## src/rtl/rmfp_pkg.sv

```systemverilog
`default_nettype none
// ----------------------------------------------------------------------------
// rmfp_pkg: shared types and constants of the RPC metadata frame parser
// Holds the parse phases, field tags, error codes, register indexes and the
// item types that travel between the queue and the parser back end.
// ----------------------------------------------------------------------------
package rmfp_pkg;

  localparam int unsigned QUEUE_DEPTH = 2;
  localparam int unsigned CFG_INDEX_W = 2;
  localparam int unsigned CFG_DATA_W  = 8;
  localparam int unsigned OUT_TDATA_W = 88;

  localparam logic [CFG_INDEX_W-1:0] REG_BIG_ENDIAN = 2'd0;
  localparam logic [CFG_INDEX_W-1:0] REG_MAX_STATUS = 2'd1;

  localparam logic       BIG_ENDIAN_RESET = 1'b1;
  localparam logic [7:0] MAX_STATUS_RESET = 8'd4;

  localparam logic [2:0] TAG_LENGTH   = 3'd0;
  localparam logic [2:0] TAG_SERVICE  = 3'd1;
  localparam logic [2:0] TAG_METHOD   = 3'd2;
  localparam logic [2:0] TAG_STATUS   = 3'd3;
  localparam logic [2:0] TAG_ERR_TEXT = 3'd4;
  localparam logic [2:0] TAG_DEADLINE = 3'd5;

  localparam logic [2:0] ERR_NONE     = 3'd0;
  localparam logic [2:0] ERR_SERVICE  = 3'd1;
  localparam logic [2:0] ERR_METHOD   = 3'd2;
  localparam logic [2:0] ERR_STATUS   = 3'd3;
  localparam logic [2:0] ERR_ERR_TEXT = 3'd4;
  localparam logic [2:0] ERR_DEADLINE = 3'd5;
  localparam logic [2:0] ERR_TRAILING = 3'd6;

  localparam logic [2:0] INT32_LAST_BYTE = 3'd3;
  localparam logic [2:0] INT64_LAST_BYTE = 3'd7;

  typedef enum logic [3:0] {
    PH_SVC_LEN  = 4'd0,
    PH_SVC_BODY = 4'd1,
    PH_MTH_LEN  = 4'd2,
    PH_MTH_BODY = 4'd3,
    PH_STATUS   = 4'd4,
    PH_ERR_LEN  = 4'd5,
    PH_ERR_BODY = 4'd6,
    PH_DEADLINE = 4'd7,
    PH_DONE     = 4'd8,
    PH_HALT     = 4'd9
  } phase_t;

  typedef struct packed {
    logic [7:0] data_byte;
    logic       byte_valid;
    logic       frame_end;
  } in_item_t;

  typedef struct packed {
    logic       big_endian;
    logic [7:0] max_status;
  } cfg_t;

  typedef struct packed {
    logic [7:0]  out_byte;
    logic [2:0]  field_tag;
    logic        frame_done;
    logic [2:0]  error_code;
    logic [7:0]  status_value;
    logic [63:0] deadline_value;
  } out_item_t;

  function automatic logic [31:0] take32(input logic [31:0] acc, input logic [7:0] b,
                                         input logic be, input logic [1:0] pos);
    logic [31:0] r;
    if (be) begin
      r = {acc[23:0], b};
    end else begin
      r = acc | ({24'd0, b} << {pos, 3'b000});
    end
    return r;
  endfunction

  function automatic logic [2:0] trunc_code(input phase_t ph);
    logic [2:0] r;
    case (ph)
      PH_SVC_LEN, PH_SVC_BODY: r = ERR_SERVICE;
      PH_MTH_LEN, PH_MTH_BODY: r = ERR_METHOD;
      PH_STATUS:               r = ERR_STATUS;
      PH_ERR_LEN, PH_ERR_BODY: r = ERR_ERR_TEXT;
      PH_DEADLINE:             r = ERR_DEADLINE;
      default:                 r = ERR_NONE;
    endcase
    return r;
  endfunction

endpackage
`default_nettype wire

```

## src/rtl/rmfp_queue.sv

```systemverilog
`default_nettype none
// ----------------------------------------------------------------------------
// rmfp_queue: request queue between the front and the parser back end
// A small register queue that lets the input side and the parser stall
// independently.
// ----------------------------------------------------------------------------
module rmfp_queue #(
  parameter int unsigned DEPTH = rmfp_pkg::QUEUE_DEPTH
) (
  input  wire logic               clk,
  input  wire logic               rst_n,
  input  wire logic               push,
  input  wire rmfp_pkg::in_item_t push_item,
  output logic                    full,
  input  wire logic               pop,
  output rmfp_pkg::in_item_t      head_item,
  output logic                    empty
);

  localparam int unsigned PTR_W = (DEPTH > 1) ? $clog2(DEPTH) : 1;
  localparam int unsigned CNT_W = $clog2(DEPTH + 1);
  localparam logic [PTR_W-1:0] LAST_PTR = PTR_W'(DEPTH - 1);
  localparam logic [CNT_W-1:0] FULL_CNT = CNT_W'(DEPTH);

  rmfp_pkg::in_item_t slot_r [DEPTH];
  logic [PTR_W-1:0] wr_ptr_r, wr_ptr_nxt;
  logic [PTR_W-1:0] rd_ptr_r, rd_ptr_nxt;
  logic [CNT_W-1:0] count_r, count_nxt;
  logic do_push, do_pop;

  assign full      = (count_r == FULL_CNT);
  assign empty     = (count_r == '0);
  assign do_push   = push && !full;
  assign do_pop    = pop && !empty;
  assign head_item = slot_r[rd_ptr_r];

  always_comb begin
    wr_ptr_nxt = wr_ptr_r;
    rd_ptr_nxt = rd_ptr_r;
    count_nxt  = count_r;
    if (do_push) begin
      wr_ptr_nxt = (wr_ptr_r == LAST_PTR) ? '0 : wr_ptr_r + 1'b1;
    end
    if (do_pop) begin
      rd_ptr_nxt = (rd_ptr_r == LAST_PTR) ? '0 : rd_ptr_r + 1'b1;
    end
    if (do_push && !do_pop) begin
      count_nxt = count_r + 1'b1;
    end else if (do_pop && !do_push) begin
      count_nxt = count_r - 1'b1;
    end
  end

  always_ff @(posedge clk) begin
    if (!rst_n) begin
      wr_ptr_r <= '0;
      rd_ptr_r <= '0;
      count_r  <= '0;
    end else begin
      wr_ptr_r <= wr_ptr_nxt;
      rd_ptr_r <= rd_ptr_nxt;
      count_r  <= count_nxt;
    end
  end

  always_ff @(posedge clk) begin
    if (do_push) begin
      slot_r[wr_ptr_r] <= push_item;
    end
  end

endmodule
`default_nettype wire

```

## src/rtl/rmfp_back.sv

```systemverilog
`default_nettype none
// ----------------------------------------------------------------------------
// rmfp_back: parser back end of the RPC metadata frame parser
// Walks the frame phases one byte per cycle unless the result stalls, decodes
// lengths, status, deadline; holds the sticky first error and result register.
// ----------------------------------------------------------------------------
module rmfp_back (
  input  wire logic                clk,
  input  wire logic                rst_n,
  input  wire rmfp_pkg::cfg_t      cfg,
  input  wire logic                item_avail,
  input  wire rmfp_pkg::in_item_t  item,
  output logic                     item_take,
  output logic                     res_valid,
  input  wire logic                res_ready,
  output rmfp_pkg::out_item_t      res
);

  rmfp_pkg::phase_t phase_r, phase_nxt;
  logic [31:0] bytes_left_r, bytes_left_nxt;
  logic [2:0]  shift_r, shift_nxt;
  logic [31:0] status_acc_r, status_acc_nxt;
  logic [63:0] deadline_acc_r, deadline_acc_nxt;
  logic [2:0]  first_error_r, first_error_nxt;
  logic        res_valid_r, res_valid_nxt;
  rmfp_pkg::out_item_t res_r, res_nxt;
  logic [31:0] len_val;
  logic [2:0]  err_out;

  assign item_take = item_avail && (!res_valid_r || res_ready);
  assign res_valid = res_valid_r;
  assign res       = res_r;

  always_comb begin
    phase_nxt        = phase_r;
    bytes_left_nxt   = bytes_left_r;
    shift_nxt        = shift_r;
    status_acc_nxt   = status_acc_r;
    deadline_acc_nxt = deadline_acc_r;
    first_error_nxt  = first_error_r;
    res_valid_nxt    = res_valid_r && !res_ready;
    res_nxt          = res_r;
    len_val          = rmfp_pkg::take32(bytes_left_r, item.data_byte, cfg.big_endian,
                                        shift_r[1:0]);
    err_out          = rmfp_pkg::ERR_NONE;

    res_nxt.field_tag = rmfp_pkg::TAG_LENGTH;
    if (item.byte_valid) begin
      case (phase_r)
        rmfp_pkg::PH_SVC_LEN, rmfp_pkg::PH_MTH_LEN, rmfp_pkg::PH_ERR_LEN: begin
          bytes_left_nxt = len_val;
          if (shift_r == rmfp_pkg::INT32_LAST_BYTE) begin
            shift_nxt = '0;
            case (phase_r)
              rmfp_pkg::PH_SVC_LEN: begin
                phase_nxt = (len_val != '0) ? rmfp_pkg::PH_SVC_BODY : rmfp_pkg::PH_MTH_LEN;
              end
              rmfp_pkg::PH_MTH_LEN: begin
                phase_nxt = (len_val != '0) ? rmfp_pkg::PH_MTH_BODY : rmfp_pkg::PH_STATUS;
              end
              default: begin
                phase_nxt = (len_val != '0) ? rmfp_pkg::PH_ERR_BODY : rmfp_pkg::PH_DEADLINE;
              end
            endcase
          end else begin
            shift_nxt = shift_r + 1'b1;
          end
        end
        rmfp_pkg::PH_SVC_BODY, rmfp_pkg::PH_MTH_BODY, rmfp_pkg::PH_ERR_BODY: begin
          bytes_left_nxt = bytes_left_r - 1'b1;
          case (phase_r)
            rmfp_pkg::PH_SVC_BODY: begin
              res_nxt.field_tag = rmfp_pkg::TAG_SERVICE;
              if (bytes_left_nxt == '0) begin
                phase_nxt = rmfp_pkg::PH_MTH_LEN;
              end
            end
            rmfp_pkg::PH_MTH_BODY: begin
              res_nxt.field_tag = rmfp_pkg::TAG_METHOD;
              if (bytes_left_nxt == '0) begin
                phase_nxt = rmfp_pkg::PH_STATUS;
              end
            end
            default: begin
              res_nxt.field_tag = rmfp_pkg::TAG_ERR_TEXT;
              if (bytes_left_nxt == '0) begin
                phase_nxt = rmfp_pkg::PH_DEADLINE;
              end
            end
          endcase
        end
        rmfp_pkg::PH_STATUS: begin
          res_nxt.field_tag = rmfp_pkg::TAG_STATUS;
          status_acc_nxt = rmfp_pkg::take32(status_acc_r, item.data_byte, cfg.big_endian,
                                            shift_r[1:0]);
          if (shift_r == rmfp_pkg::INT32_LAST_BYTE) begin
            shift_nxt = '0;
            if (status_acc_nxt > {24'd0, cfg.max_status}) begin
              first_error_nxt = rmfp_pkg::ERR_STATUS;
              phase_nxt       = rmfp_pkg::PH_HALT;
            end else begin
              phase_nxt = rmfp_pkg::PH_ERR_LEN;
            end
          end else begin
            shift_nxt = shift_r + 1'b1;
          end
        end
        rmfp_pkg::PH_DEADLINE: begin
          res_nxt.field_tag = rmfp_pkg::TAG_DEADLINE;
          if (cfg.big_endian) begin
            deadline_acc_nxt = {deadline_acc_r[55:0], item.data_byte};
          end else begin
            deadline_acc_nxt = deadline_acc_r | ({56'd0, item.data_byte} << {shift_r, 3'b000});
          end
          if (shift_r == rmfp_pkg::INT64_LAST_BYTE) begin
            shift_nxt = '0;
            phase_nxt = rmfp_pkg::PH_DONE;
          end else begin
            shift_nxt = shift_r + 1'b1;
          end
        end
        rmfp_pkg::PH_DONE: begin
          first_error_nxt = rmfp_pkg::ERR_TRAILING;
          phase_nxt       = rmfp_pkg::PH_HALT;
        end
        default: begin
          phase_nxt = rmfp_pkg::PH_HALT;
        end
      endcase
    end

    res_nxt.out_byte       = item.byte_valid ? item.data_byte : 8'd0;
    res_nxt.frame_done     = item.frame_end;
    res_nxt.status_value   = '0;
    res_nxt.deadline_value = '0;
    if (item.frame_end) begin
      err_out = (first_error_nxt == rmfp_pkg::ERR_NONE) ? rmfp_pkg::trunc_code(phase_nxt)
                                                          : first_error_nxt;
      if (err_out == rmfp_pkg::ERR_NONE) begin
        res_nxt.status_value   = status_acc_nxt[7:0];
        res_nxt.deadline_value = deadline_acc_nxt;
      end
      phase_nxt        = rmfp_pkg::PH_SVC_LEN;
      bytes_left_nxt   = '0;
      shift_nxt        = '0;
      status_acc_nxt   = '0;
      deadline_acc_nxt = '0;
      first_error_nxt  = rmfp_pkg::ERR_NONE;
    end else begin
      err_out = first_error_nxt;
    end
    res_nxt.error_code = err_out;

    if (!item_take) begin
      phase_nxt        = phase_r;
      bytes_left_nxt   = bytes_left_r;
      shift_nxt        = shift_r;
      status_acc_nxt   = status_acc_r;
      deadline_acc_nxt = deadline_acc_r;
      first_error_nxt  = first_error_r;
      res_nxt          = res_r;
    end else begin
      res_valid_nxt = 1'b1;
    end
  end

  always_ff @(posedge clk) begin
    if (!rst_n) begin
      phase_r        <= rmfp_pkg::PH_SVC_LEN;
      bytes_left_r   <= '0;
      shift_r        <= '0;
      status_acc_r   <= '0;
      deadline_acc_r <= '0;
      first_error_r  <= rmfp_pkg::ERR_NONE;
      res_valid_r    <= 1'b0;
    end else begin
      phase_r        <= phase_nxt;
      bytes_left_r   <= bytes_left_nxt;
      shift_r        <= shift_nxt;
      status_acc_r   <= status_acc_nxt;
      deadline_acc_r <= deadline_acc_nxt;
      first_error_r  <= first_error_nxt;
      res_valid_r    <= res_valid_nxt;
    end
  end

  always_ff @(posedge clk) begin
    res_r <= res_nxt;
  end

endmodule
`default_nettype wire

```

## src/rtl/rpc_meta_frame_parser_top.sv

```systemverilog
`default_nettype none
// ----------------------------------------------------------------------------
// rpc_meta_frame_parser_top: RPC metadata frame parser
// Takes one frame byte per request on the in_ stream and returns one tagged
// result per request on the out_ stream.
//
// in_tdata carries the byte, in_tuser says whether it is a frame byte and
// in_tlast marks the end of the frame buffer. Each result passes the byte
// through with its field tag in out_tuser; out_tlast marks the result that
// closes a frame, which also carries the error code, status and deadline.
// The cfg_ channel writes the byte order and the largest valid status; it is
// always ready and should be used only while the block is idle.
// A request is written into a queue slot and then into the output register
// once accepted; the parser takes one byte per cycle, so the block sustains one
// request per cycle while out_tready is high. A queue of QUEUE_DEPTH entries
// sits in front of the parser, so that many requests are still taken while a
// result waits. When the receiver stalls, the result holds and the queue fills;
// in_tready drops only once the queue is full. Reset empties the queue, drops
// out_tvalid, restores the register defaults and starts a fresh frame.
// ----------------------------------------------------------------------------
module rpc_meta_frame_parser_top #(
  parameter int unsigned QUEUE_DEPTH = rmfp_pkg::QUEUE_DEPTH
) (
  input  wire logic                                clk,
  input  wire logic                                rst_n,
  input  wire logic                                in_tvalid,
  output logic                                     in_tready,
  // in_tdata: [7:0] data_byte
  input  wire logic [7:0]                          in_tdata,
  // in_tuser: [0] byte_valid
  input  wire logic                                in_tuser,
  input  wire logic                                in_tlast,
  output logic                                     out_tvalid,
  input  wire logic                                out_tready,
  // out_tdata: [7:0] out_byte, [10:8] error_code, [18:11] status_value,
  // [82:19] deadline_value, [87:83] zero
  output logic [rmfp_pkg::OUT_TDATA_W-1:0]         out_tdata,
  // out_tuser: [2:0] field_tag
  output logic [2:0]                               out_tuser,
  output logic                                     out_tlast,
  input  wire logic                                cfg_valid,
  output logic                                     cfg_ready,
  input  wire logic [rmfp_pkg::CFG_INDEX_W-1:0]    cfg_index,
  input  wire logic [rmfp_pkg::CFG_DATA_W-1:0]     cfg_data
);

  rmfp_pkg::cfg_t      cfg_r, cfg_nxt;
  rmfp_pkg::in_item_t  in_item;
  rmfp_pkg::in_item_t  head_item;
  rmfp_pkg::out_item_t res;
  logic q_full, q_empty, item_take;

  assign cfg_ready = 1'b1;

  always_comb begin
    cfg_nxt = cfg_r;
    if (cfg_valid) begin
      case (cfg_index)
        rmfp_pkg::REG_BIG_ENDIAN: cfg_nxt.big_endian = cfg_data[0];
        rmfp_pkg::REG_MAX_STATUS: cfg_nxt.max_status = cfg_data[7:0];
        default: cfg_nxt = cfg_r;
      endcase
    end
  end

  always_ff @(posedge clk) begin
    if (!rst_n) begin
      cfg_r.big_endian <= rmfp_pkg::BIG_ENDIAN_RESET;
      cfg_r.max_status <= rmfp_pkg::MAX_STATUS_RESET;
    end else begin
      cfg_r <= cfg_nxt;
    end
  end

  assign in_item.data_byte  = in_tdata;
  assign in_item.byte_valid = in_tuser;
  assign in_item.frame_end  = in_tlast;
  assign in_tready          = !q_full;

  rmfp_queue #(
    .DEPTH(QUEUE_DEPTH)
  ) u_queue (
    .clk      (clk),
    .rst_n    (rst_n),
    .push     (in_tvalid),
    .push_item(in_item),
    .full     (q_full),
    .pop      (item_take),
    .head_item(head_item),
    .empty    (q_empty)
  );

  rmfp_back u_back (
    .clk       (clk),
    .rst_n     (rst_n),
    .cfg       (cfg_r),
    .item_avail(!q_empty),
    .item      (head_item),
    .item_take (item_take),
    .res_valid (out_tvalid),
    .res_ready (out_tready),
    .res       (res)
  );

  assign out_tdata = {5'd0, res.deadline_value, res.status_value, res.error_code,
                      res.out_byte};
  assign out_tuser = res.field_tag;
  assign out_tlast = res.frame_done;

endmodule
`default_nettype wire
```

## config.mk

```make
export PLATFORM = sky130hd
export DESIGN_NAME = rpc_meta_frame_parser_top
export DESIGN_NICKNAME = d
export VERILOG_FILES = /design/src/rtl/rmfp_pkg.sv /design/src/rtl/rmfp_queue.sv /design/src/rtl/rmfp_back.sv /design/src/rtl/rpc_meta_frame_parser_top.sv
export SDC_FILE = /design/constraint.sdc
export NUM_CORES = 1
export LEC_CHECK = 0
export ABC_AREA = 0
export BUFFER_PORTS_ARGS = -buffer_cell sky130_fd_sc_hd__buf_2
export CAP_MARGIN = 5
export CORE_MARGIN = 4
export CORE_UTILIZATION = 34
export DETAILED_ROUTE_END_ITERATION = 6
export GPL_ROUTABILITY_DRIVEN = 0
export PLACE_DENSITY = 0.54
export SLEW_MARGIN = 20
export SYNTH_ARGS = -nofsm -noshare
export SYNTH_HDL_FRONTEND = slang
export SYNTH_SLANG_ARGS = --single-unit
```

## constraint.sdc

```tcl
create_clock -name clk -period 6.6 [get_ports clk]
set_clock_uncertainty 0.15 [all_clocks]
set_input_delay 0.33 -clock clk [delete_from_list [all_inputs] [get_ports clk]]
set_output_delay 0.33 -clock clk [all_outputs]
set_load 0.005 [all_outputs]
```

# Yosys cells after proc, flatten, opt, wreduce, memory -nomap -nowiden
# Memory sizes are Yosys's and may differ from the RTL's. A register that Yosys moved wholly into a read port is not among the register bits.
# Cells that the tools add are included.
# W data, S select, Z words.
dict set report totals {
  rom_bits 24
  n_memories 2
  ramBits 20
  reg_bits 239
  output_inout_bits 95
}
# memory words width read_ports rd_clocked_by_memory_dff write_ports line_no
set memory_table {}
lappend memory_table {{(name not given)} 8 3 1 0 0 rmfp_pkg.sv:84} ;# case (ph)
lappend memory_table {u_queue.slot_r 2 10 1 1 1 rmfp_queue.sv:25} ;# rmfp_pkg::in_item_t slot_r [DEPTH];
dict set report classes {
  eq_ne 12
  magnitude_cmp 1
  shifts 2
  bitwise_logic 3
  n_mux 54
  n_addsub 6
  reduce_logical 34
}
# op n
set ops {}
lappend ops {{$mux W32} 9}
lappend ops {{$mux W64} 4}
lappend ops {{$or A32 B32 Y32} 2}
lappend ops {{$or A64 B64 Y64} 1}
lappend ops {{$pmux W32 S2} 1}
lappend ops {{$shl A8 B6 Y64} 1}
lappend ops {{$mux W3} 13}
lappend ops {{$mux W4} 9}
lappend ops {{$gt A32 B8 Y1} 1}
lappend ops {{$logic_not A32 Y1} 1}
lappend ops {{$reduce_bool A32 Y1} 1}
lappend ops {{$shl A8 B5 Y32} 1}
lappend ops {{$sub A32 B1 Y32 const B} 1}
lappend ops {{$pmux W3 S2} 3}
lappend ops {{$eq A4 B3 Y1 const B} 4}
lappend ops {{$pmux W4 S2} 2}
lappend ops {{$pmux W4 S4} 1}
lappend ops {{$pmux W3 S3} 1}
lappend ops {{$reduce_and A3 Y1} 3}
lappend ops {{$eq A4 B2 Y1 const B} 2}
lappend ops {{$mux W1} 8}
lappend ops {{$logic_and A1 B1 Y1} 6}
lappend ops {{$logic_not A1 Y1} 6}
lappend ops {{$logic_not A3 Y1} 2}
lappend ops {{other kinds (19)} 29}

# Longest topological paths before layout
# Gate-level depths: netlist of the first run.
# An unclocked memory read counts as a cell.
dict set report depth {
  ltp_word 16
  mapped_depth 18
  depth_no_buf 14
}

# Modules after synthesis
# From an unflattened synthesis of the first run, not the netlist that was laid out.
dict set report unflattened {
  cells_unflattened 1676
  area_unflattened_um2 13769.5
}
# mod area_each_um2 cells_per_inst instances seq_area_each_um2
set modules_own_cells {}
lappend modules_own_cells {rmfp_back 12380.6 1568 1 5395.2}
lappend modules_own_cells {rmfp_queue 945.9 57 1 700.7}
lappend modules_own_cells {rpc_meta_frame_parser_top 442.9 51 1 180.2}

# Worst setup path after synthesis of the first run
# OpenSTA, ideal clock, no wires.
dict set report synth_timing {
  path_type {register to register}
  start {register cfg_r[8] (netlist name)}
  end {register u_back.res_r (netlist bit u_back.res[66]), data pin}
  t_arrival_ns 4.206
  slack_ns 2.106
  path_buffers 7
  required_ns 6.313
  stages_incl_launch_ff 19
  synth_period_minus_slack_ns 4.494
  path_cell_list {dfxtp_1 -> buf_2 -> buf_2 -> clkbuf_1 -> clkbuf_1 -> buf_1 -> o22ai_1 -> ha_1 -> a211oi_1 -> nor2_1 -> o22a_1 -> a211oi_1 -> nand3_1 -> and3_4 -> or3b_4 -> or3b_1 -> buf_6 -> buf_12 -> nor2_4}
}
dict set report synth_via {
  elab_chain_len 14
}
# element line_no
set synth_rtl {}
lappend synth_rtl {{start, declared} rpc_meta_frame_parser_top.sv:47} ;# rmfp_pkg::cfg_t cfg_r, cfg_nxt;
lappend synth_rtl {{start signal, assigned} rpc_meta_frame_parser_top.sv:71} ;# cfg_r <= cfg_nxt;
lappend synth_rtl {{$mux W32} rmfp_pkg.sv:74} ;# if (be) begin
lappend synth_rtl {{$mux W32} rmfp_back.sv:49} ;# case (phase_r)
lappend synth_rtl {{$mux W32} rmfp_back.sv:48} ;# if (item.byte_valid) begin
lappend synth_rtl {{$gt A32 B8 Y1} rmfp_back.sv:98} ;# if (status_acc_nxt > {24'd0, cfg.max_status}) begin
lappend synth_rtl {{$mux W4} rmfp_back.sv:98}
lappend synth_rtl {{$mux W4} rmfp_back.sv:96} ;# if (shift_r == rmfp_pkg::INT32_LAST_BYTE) begin
lappend synth_rtl {{$pmux W4 S4} rmfp_back.sv:49}
lappend synth_rtl {{$mux W4} rmfp_back.sv:48}
lappend synth_rtl {{$mem_v2 Z8 W3} -}
lappend synth_rtl {{$mux W3} rmfp_pkg.sv:84}
lappend synth_rtl {{$mux W3} rmfp_back.sv:136} ;# if (item.frame_end) begin
lappend synth_rtl {{$mux W3} rmfp_back.sv:137} ;# err_out = (first_error_nxt == rmfp_pkg::ERR_NONE) ? rmfp_pkg::trunc_code(phase_nxt)
lappend synth_rtl {{$logic_not A3 Y1} rmfp_back.sv:139} ;# if (err_out == rmfp_pkg::ERR_NONE) begin
lappend synth_rtl {{$reduce_and A2 Y1 (no source line)} -}
lappend synth_rtl {{end signal, assigned} rmfp_back.sv:188} ;# res_r <= res_nxt;
lappend synth_rtl {{end, declared} rmfp_back.sv:26} ;# rmfp_pkg::out_item_t res_r, res_nxt;
# Several ways; a longest one is shown, not always the timed one. The select of a mux whose other input is x is not followed.
# A chain may end at the register's enable or synchronous reset.

==> results of run 1 <==
## final timing paths
| path | end | slack (ns) | cells past startpoint |
|---|---|---|---|
| max reg2reg | u_back.res[64] | 1.20 | 14 |
| min reg2reg | u_back.status_acc_r[28] | 0.31 | 2 |
| min | cfg_r[2] | 0.08 | 3 |
| max | u_back.res[64] | 1.20 | 14 |
## registers in the layout, summed over array words and instances, names as in the netlist, named ones only
name and flops:
cfg_r 9, u_back.bytes_left_r 32, u_back.deadline_acc_r 64, u_back.first_error_r 3, u_back.phase_r 4, u_back.res 87, u_back.res_valid 1, u_back.shift_r 3
u_back.status_acc_r 32, u_queue.count_r 2, u_queue.rd_ptr_r 1, u_queue.slot_r 20, u_queue.wr_ptr_r 1
## worst register-to-register path: cells and delay by family (launching register included)
kind / cells / cell delay, ns
AO/OA/AOI/OAI: 5 / 1.55
AND/OR/NAND/NOR: 5 / 1.39
flip-flops: 1 / 0.98
buffers and inverters: 2 / 0.58
multiplexers: 1 / 0.42
adder cells (fa/ha/maj): 1 / 0.19
## kinds of logic after synthesis
family          count (synthesis)
fa+ha+maj                      15
buf+inv                       166
xor+xnor                       16
compound gates                495
other cells                     2
mux                            42
flops                         260
simple gates                  679
## layout by cell type (no fill, tap or decap), types with 8 or more instances in the layout
master	netlist	layout
a211oi_1	10	10
a21oi_1	243	243
a21oi_2	8	8
a22oi_1	42	42
a31oi_1	14	14
and2_1	26	26
buf_2	7	113
buf_4	6	26
clkbuf_16	0	31
clkinv_2	0	9
dfxtp_1	153	152
dlygate4sd3_1	0	22
edfxtp_1	107	107
ha_1	15	15
inv_1	26	25
mux2i_1	28	26
nand2_1	83	82
nand2b_1	16	16
nand3_1	13	13
nand4_1	15	15
nor2_1	310	310
nor2_4	60	60
nor3_1	52	48
nor3b_1	11	10
nor4_1	18	18
o21ai_0	102	102
o21ai_1	8	8
o22ai_1	9	9
or3_1	15	15
xor2_1	11	11
## power by group through the flow
stage	registers, W	logic [W]	clock network, W
final	0.00231	0.00230	0.00180
after global routing	0.00235	0.00251	0.00190
after CTS	0.00231	0.00228	0.00184
after detailed placement	0.00234	0.00226	0
after global placement	0.00234	0.00226	0
after floorplan	0.00224	0.00146	0
## stage by stage
step	cells	utilization [%]	hold WS, ns	total power [W]	setup slack [ns]
after floorplan	1679	-	0.279	0.00370	2.11
after global placement	2220	36.3	0.302	0.00460	1.50
after detailed placement	2220	36.3	0.297	0.00460	1.42
after CTS	2298	39.4	0.0593	0.00644	1.43
after global routing	2298	39.4	0.0980	0.00677	1.01
final	2298	39.4	0.0815	0.00642	1.20
## area by class of cell
cell class,count,share of cell area [%]
clock buffer,36,4.98
sequential,260,37.9
clock inverter,20,1.56
inverter,28,0.658
tap,539,4.08
multi-input combinational,1253,44.7
timing repair buffer,162,6.05
## synthesized netlist by cell type, types with 5 or more instances
master / count
nor2_1: 310
a21oi_1: 243
dfxtp_1: 153
edfxtp_1: 107
clkbuf_1: 102
o21ai_0: 102
nand2_1: 83
nor2_4: 60
nor3_1: 52
a22oi_1: 42
mux2i_1: 28
and2_1: 26
inv_1: 26
nor4_1: 18
nand2b_1: 16
ha_1: 15
nand4_1: 15
or3_1: 15
a31oi_1: 14
buf_1: 13
nand3_1: 13
nor3b_1: 11
xor2_1: 11
a211oi_1: 10
o22ai_1: 9
a21oi_2: 8
o21ai_1: 8
buf_2: 7
nor2b_1: 7
o211ai_1: 7
buf_12: 6
buf_4: 6
a221oi_1: 5
and3_1: 5
mux2_2: 5
nand3b_1: 5
xnor2_1: 5
## metal layers
metal	up-vias	GRT usage, %	wire length [um]
li1	6111	-	-
met1	6221	30.4	21600
met2	634	30.8	21400
met3	101	3.00	3900
met4	0	7.08	1640
met5	-	0	0
## what timing repair did
action,CTS,global route
hold buffers,22,0
endpoints found under the setup margin,0,0
hold endpoints to repair,31,0
==> reports/results.txt, run 1 <==
hold crit path type = primary input to flip-flop
Synth top area share = 22.3%
Warnings, synthesis = 0
mux cell area share after synthesis = 3.22%
gr usage total = 20.6%
share of layout cells above drive strength 1 = 17.7%
area fraction in compound gates after synthesis = 20.2%
Max Cap Viol = 0
combinational power share = 35.9%
vias in the first global route = 12.2k
Yosys top cell by area = edfxtp_1
startpoint types = flip-flop
post_cts resized = 0
CTS Buf Count = 30
antenna violations before repair = 1
largest net degree at the start of global routing = 111
maximum VDD drop = 0.233 mV
Post-CTS Setup Inserts = 0
DRT iter0 DRCs = 1385
Period minus WS final = 5.40 ns
Crit. End Element = flip-flop
Fin. Hold Viols = 0
Overflow after GRT = 0
status = complete, no violations
vias = 13.1k
post-synthesis instance total = 1675
synthesized cell area = 14400 um^2
Power Density = 388 nW/um^2
critical path fanouts, max = 72
FF+latch area = 6280 um^2
final worst path period share = 81.8%
Power Internal = 0.00388 W
H-tree depth = 1
Syn Area/Cell = 8.60 um^2
Crit Path Class = flip-flop to flip-flop
Switching Share = 39.6%
CTS tree = yes
worst path bufs/invs = 2
clock network power share = 28.1%
full die area = 45700 um^2
CP Data Required Time = 6.87 ns
Fin Setup TNS = 0 ns
clock root buffer = clkbuf_16
top_reg_cell synth = dfxtp_1
Static Leakage = 5.83 nW
Adder-Cell Fraction of Synth Area = 1.30%
Longest Clk Path Bufs = 3
WL/cell = 21.1 um
average vias per placed instance = 5.69
Data arrival, critical path = 5.67 ns
Die Y = 214 um
placed cell area = 15200 um^2
Area contributors post-synth = edfxtp_1 22%, dfxtp_1 21%, a21oi_1 8.4%
Clk pin slew, worst setup/hold paths = 0.07 ns
Post-synth EDFFs = 107
Worst Tran Pin Value = 1.14 ns
max-slew violation count = 0
Ports = 120
drc violations = 0
post-route cell area = 16500 um^2
RSZ-0062 raised after global routing = false
NetSw = 0.00255 W
antenna cells = 0
FILL cells = 4165
WL final = 48600 um
clk sinks = 260
Area Growth Syn to Fin = 14.9%
largest family of logic cells by synthesized area = simple AND/OR/NAND/NOR gates
FFs w/ async S/R, synth = 0%
Distinct cells, synth = 90
Crit path max-delay family = simple AND/OR/NAND/NOR gates
sequential share of power = 36.0%
I/O Buffers = 113
# rows = 75
Multi-input gate area = 7400 um^2
Worst-Skew Late Latency = 0.59 ns
DRT Pass-1 Iters = 6
Die W = 214 um
FMAX = 185 MHz
hold_sp = rst_n
XOR/XNOR Fraction of Synth Area = 0.973%
simple-gate share of the synthesized area = 25.3%
Yosys reg bits = 260
crit path cell chain = buf_4 -> mux2_4 -> a22o_1 -> ha_1 -> a211oi_1 -> nor2_1 -> o22a_1 -> a211oi_1 -> nand3_1 -> and3_4 -> or3b_4 -> or3b_4 -> buf_12 -> a211oi_2
Initial Util = 34.3%
post-detailed-placement half-perimeter wirelength = 32700 um
Largest stage delay, worst path = 0.98 ns
Layout Nets = 1775
core footprint = 41900 um^2
Slew headroom = 22.9%
ANT nets after route = 0
Slowest-stage cell, CP = dfxtp_1
post-synthesis sequential area ratio = 43.6%
final setup fails = 0
wire length of the first global-routing pass = 74000 um
(Power assumes the default switching activity.)
==> run 2: changes to the inputs <==
- clock period: 6.6 -> 5.55 ns (I/O delays scaled with it)
==> reports/results.txt, run 2 (same netlist as run 1, synthesis figures left out) <==
share of layout cells above drive strength 1 = 18.0% (+0.29 points)
CTS tree = yes
sequential share of power = 35.4% (-0.6 points)
Slowest-stage cell, CP = dfxtp_1
most common cell after layout, fill and taps aside = nor2_1
Static Leakage = 5.89 nW (+1.1%)
gr usage total = 20.8% (+0.23 points)
max reg flops = 87 (unchanged)
Ports = 120 (unchanged)
Switching Share = 39.6% (about the same)
# rows = 75 (unchanged)
combinational power share = 36.9% (+1.0 points)
Initial Util = 34.3% (unchanged)
dpl ws = 0.614 ns (-0.807 ns)
RSZ-0062 raised after global routing = false
max-slew violation count = 0 (unchanged)
H-tree depth = 1 (unchanged)
most frequent cells in the layout = 310 x nor2_1, 243 x a21oi_1, 152 x dfxtp_1, 113 x buf_2, 107 x edfxtp_1
clk sinks = 260 (unchanged)
CP Data Required Time = 5.85 ns (-1.02 ns)
WL final = 49300 um (+1.6%)
Period minus WS final = 5.02 ns (-0.379 ns)
NetSw = 0.00305 W (+20%)
placed cell area = 15400 um^2 (+0.95%)
Slew headroom = 34.2% (+11 points)
vias = 13.0k (-0.41%)
Longest Clk Path Bufs = 3 (unchanged)
FMAX = 199 MHz (+7.6%)
maximum VDD drop = 0.289 mV (+24%)
Fin. Hold Viols = 0 (unchanged)
Die W = 214 um (unchanged)
Layout Nets = 1791 (+0.90%)
Design Power = 0.00769 W (+20%)
Crit. End Element = flip-flop
Overflow after GRT = 0 (unchanged)
antenna violations before repair = 0 (-1)
hold crit path type = primary input to flip-flop
I/O Buffers = 113 (unchanged)
Fin Setup TNS = 0 ns (unchanged)
Crit Path Class = flip-flop to flip-flop
wire length of the first global-routing pass = 75000 um (+1.4%)
largest net degree at the start of global routing = 111 (unchanged)
Worst-Skew Late Latency = 0.59 ns (about the same)
CTS Buf Count = 30 (unchanged)
status = complete, no violations
startpoint types = flip-flop
Multi-input gate area = 7400 um^2 (unchanged)
clock root buffer = clkbuf_16
core footprint = 41900 um^2 (unchanged)
Die Y = 214 um (unchanged)
average vias per placed instance = 5.62 (-1.1%)
clock network power share = 27.7% (-0.4 points)
vias in the first global route = 12.3k (+1.2%)
FF+latch area = 6280 um^2 (unchanged)
fin worst setup slack = 0.530 ns (-0.671 ns)
FILL cells = 4225 (+1.4%)
final setup fails = 0 (unchanged)
Power Density = 462 nW/um^2 (+19%)
ANT nets after route = 0 (unchanged)
crit path cell chain = mux2_4 -> a22o_1 -> ha_1 -> a211oi_1 -> nor2_1 -> o22a_1 -> a211oi_1 -> nand3_1 -> and3_4 -> or3b_4 -> or3b_4 -> buf_4 -> a21oi_2
post-route cell area = 16700 um^2 (+0.72%)
Clk pin slew, worst setup/hold paths = 0.06 ns (about the same)
antenna cells = 0 (unchanged)
Area Growth Syn to Fin = 15.7%
Largest stage delay, worst path = 0.83 ns (-0.15 ns)
Data arrival, critical path = 5.32 ns (-0.35 ns)
Power Internal = 0.00464 W (+20%)
post-detailed-placement half-perimeter wirelength = 33300 um (+1.9%)
Max Cap Viol = 0 (unchanged)
drc violations = 0 (unchanged)
DRT iter0 DRCs = 1472 (+6.3%)
final worst path period share = 90.4% (+8.6 points)
critical path fanouts, max = 22 (-69%)
WL/cell = 21.3 um (+0.87%)
Worst Tran Pin Value = 0.982 ns (-0.160 ns)
full die area = 45700 um^2 (unchanged)
DRT Pass-1 Iters = 7 (+1)
## run 2: cell count changes in the layout (fill, tap and decap cells not counted), sizes merged
| cell | change |
|---|---|
| buf | +16 |
| clkbuf | +5 |
| clkinv | -2 |
| clkinvlp | -3 |
## run 2: repair_timing
item,in CTS,in global routing
resized for setup,0,0
hold buffers,22,0
endpoints found under the hold margin,31,0
setup endpoints to repair,0,0
setup buffers,0,0
## run 2: power groups by stage
stage | Sequential, W | Combinational (W) | Clock, W
CTS | 0.00272 | 0.00279 | 0.00216
global route | 0.00276 | 0.00307 | 0.00224
detailed placement | 0.00275 | 0.00277 | 0
global placement | 0.00277 | 0.00275 | 0
floorplan | 0.00266 | 0.00174 | 0
finish | 0.00273 | 0.00284 | 0.00213
## run 2: per-stage QoR
stage / utilization (%) / hold slack [ns] / std cells
2_1_floorplan: - / 0.226 / 1679
3_3_place_gp: 36.7 / 0.303 / 2236
3_5_place_dp: 36.7 / 0.312 / 2236
4_1_cts: 39.7 / 0.0107 / 2314
5_1_grt: 39.7 / 0.0443 / 2314
6_report: 39.7 / 0.0272 / 2314
## run 2: metal layers
metal / global-route usage, % / vias up / wire (um) / share of wire (%)
li1: - / 6142 / - / -
met1: 30.4 / 6225 / 21900 / 44
met2: 31.5 / 555 / 21700 / 44
met3: 3.92 / 91 / 4350 / 8.8
met4: 5.98 / 0 / 1380 / 2.8
met5: 0 / - / 0 / 0
## run 2: final cells by class
class / count / share of cell area (%)
Sequential cell: 260 / 37.7
Timing Repair Buffer: 178 / 6.88
Clock buffer: 41 / 5.00
Multi-Input combinational cell: 1253 / 44.4
Tap cell: 539 / 4.05
Clock inverter: 15 / 1.34
Inverter: 28 / 0.653
## run 2: worst paths after layout
path | start | endpoint | slack [ns] | cells past startpoint
max | flip-flop | u_back.res[4] | 0.53 | 13
min | rst_n | cfg_r[2] | 0.03 | 2
max reg2reg | flip-flop | u_back.res[4] | 0.53 | 13
min reg2reg | u_back.status_acc_r[28] | u_back.status_acc_r[28] | 0.32 | 2
## run 2: critical path: cells and delay by family, from the launching register on
| kind | cells | cell delay, ns |
|---|---|---|
| simple gates | 5 | 1.64 |
| buf+inv | 1 | 0.34 |
| compound gates | 5 | 1.26 |
| mux | 1 | 0.45 |
| fa+ha+maj | 1 | 0.20 |
| flops | 1 | 0.83 |
==> run 3: changes to the inputs <==
- CORE_MARGIN: 4 -> 1.5
==> reports/results.txt, run 3 (same netlist as run 1, synthesis figures left out) <==
Fin Setup TNS = 0 ns (unchanged)
most common cell after layout, fill and taps aside = nor2_1
Overflow after GRT = 0 (unchanged)
I/O Buffers = 113 (unchanged)
crit path cell chain = mux2_2 -> a22oi_1 -> ha_1 -> nand4_1 -> o22a_1 -> a211oi_1 -> nand3_1 -> and3_4 -> or3b_4 -> or3b_4 -> buf_4 -> nor2_4
Crit Path Class = flip-flop to flip-flop
Worst Tran Pin Value = 1.08 ns (+0.101 ns)
RSZ-0062 raised after global routing = false
Max Cap Viol = 0 (unchanged)
Multi-input gate area = 7410 um^2 (about the same)
met2 usage = 33.1% (+1.6 points)
WL/cell = 21.3 um (about the same)
CP Data Required Time = 5.86 ns (about the same)
DRT iter0 DRCs = 1470 (-0.14%)
# rows = 75 (unchanged)
met3 GRT Util = 4.36% (+0.44 points)
Power Density = 464 nW/um^2 (+0.42%)
Design Power = 0.00775 W (+0.70%)
clk sinks = 260 (unchanged)
Reg2Reg Capture Point = u_back.res[67]
final worst path period share = 86.5% (-4.0 points)
Slowest-stage cell, CP = or3b_4
Post-CTS Setup Inserts = 0 (unchanged)
r2r setup slk = 0.75 ns (+0.22 ns)
core footprint = 41900 um^2 (-0.22%)
Static Leakage = 5.91 nW (+0.37%)
maximum VDD drop = 0.253 mV (-13%)
Period minus WS final = 4.80 ns (-0.219 ns)
average vias per placed instance = 5.67 (+0.74%)
Crit path max-delay family = simple AND/OR/NAND/NOR gates
gr usage total = 22.1% (+1.3 points)
vias in the first global route = 12.2k (-1.4%)
FMAX = 208 MHz (+4.6%)
startpoint types = flip-flop
post-detailed-placement half-perimeter wirelength = 32800 um (-1.4%)
Die W = 209 um (-2.3%)
Slew headroom = 27.8% (-6.4 points)
full die area = 43600 um^2 (-4.6%)
Worst-Skew Late Latency = 0.60 ns (about the same)
CP most frequent cell = or3b_4
WL final = 49200 um (-0.16%)
GRT Max-Usage Layer = met2
Crit. End Element = flip-flop
FF+latch area = 6280 um^2 (unchanged)
cells on worst reg2reg path = 12 (-1)
Data arrival, critical path = 5.11 ns (-0.21 ns)
CTS Buf Count = 30 (unchanged)
share of layout cells above drive strength 1 = 18.4% (+0.43 points)
drc violations = 0 (unchanged)
Layout Nets = 1788 (-0.17%)
Longest Clk Path Bufs = 3 (unchanged)
wire length of the first global-routing pass = 74900 um (-0.16%)
Ports = 120 (unchanged)
status = complete, no violations
antenna violations before repair = 1 (+1)
FILL cells = 4246 (+0.50%)
Largest stage delay, worst path = 0.73 ns (-0.10 ns)
Die Y = 209 um (-2.3%)
Clk pin slew, worst setup/hold paths = 0.06 ns (about the same)
worst path bufs/invs = 1 (unchanged)
final setup fails = 0 (unchanged)
max reg flops = 87 (unchanged)
CTS tree = yes
ANT nets after route = 0 (unchanged)
DRT Pass-1 Iters = 6 (-1)
max-slew violation count = 0 (unchanged)
GR Util met1 = 31.8% (+1.3 points)
Fin. Hold Viols = 0 (unchanged)
worst hold endpoint = cfg_r[2]
hold path depth = 2 (unchanged)
H-tree depth = 1 (unchanged)
antenna cells = 0 (unchanged)
largest net degree at the start of global routing = 111 (unchanged)
Area Growth Syn to Fin = 16.0%
Initial Util = 34.4% (+0.077 points)
hold crit path type = primary input to flip-flop
most frequent cells in the layout = 309 x nor2_1, 243 x a21oi_1, 152 x dfxtp_1, 113 x buf_2, 107 x edfxtp_1
critical path fanouts, max = 31 (+41%)
hold_sp = rst_n
vias = 13.1k (+0.61%)
clock root buffer = clkbuf_16
[run 3: area by class of cell]
cell class / count / area share [%]
clock buffers: 41 / 5.35
flip-flops and latches: 260 / 37.6
inverters: 28 / 0.651
clock inverters: 15 / 1.27
well taps: 539 / 4.04
multi-input cells: 1253 / 44.3
repair buffers: 175 / 6.80
[run 3: report_power, final]
group / total (W) / internal, W / leakage (nW) / switching [W]
sequential: 0.00273 / 0.00244 / 2.28 / 0.000286
combinational: 0.00282 / 0.000903 / 3.09 / 0.00192
clock: 0.00220 / 0.00132 / 0.539 / 0.000876
[run 3: how the worst max path moves through the flow]
| stage | start | depth (start not counted) | to |
|---|---|---|---|
| final | flip-flop | 12 | u_back.res[67] |
| after global routing | flip-flop | 13 | u_back.res[66] |
| after CTS | flip-flop | 12 | u_back.res[66] |
| after detailed placement | flip-flop | 12 | u_back.res[65] |
| after global placement | flip-flop | 13 | u_back.res[67] |
| after floorplan | cfg_r[8] | 18 | u_back.res[66] |
[run 3: repair_timing]
action                                  in CTS  in global routing
gates resized for setup                      0                  0
hold buffers                                22                  0
endpoints found under the setup margin       0                  0
hold endpoints to repair                    31                  0
[run 3: metrics by stage]
stage	setup WS [ns]	util (%)	std cells	hold slack, ns	cell area [um^2]
after detailed placement	0.874	36.7	2233	0.306	15400
after global placement	0.901	36.7	2233	0.299	15400
after CTS	0.861	39.9	2311	0.00513	16700
after floorplan	1.06	-	1679	0.226	14400
final	0.749	39.9	2311	0.0164	16700
after global routing	0.635	39.9	2311	0.0405	16700
[run 3: metal layers]
metal,up-vias,wire (um),part of all wire [%]
met2,619,21300,43
met4,2,1500,3.1
met5,-,12,0.024
li1,6121,-,-
met3,111,4490,9.1
met1,6239,21900,44
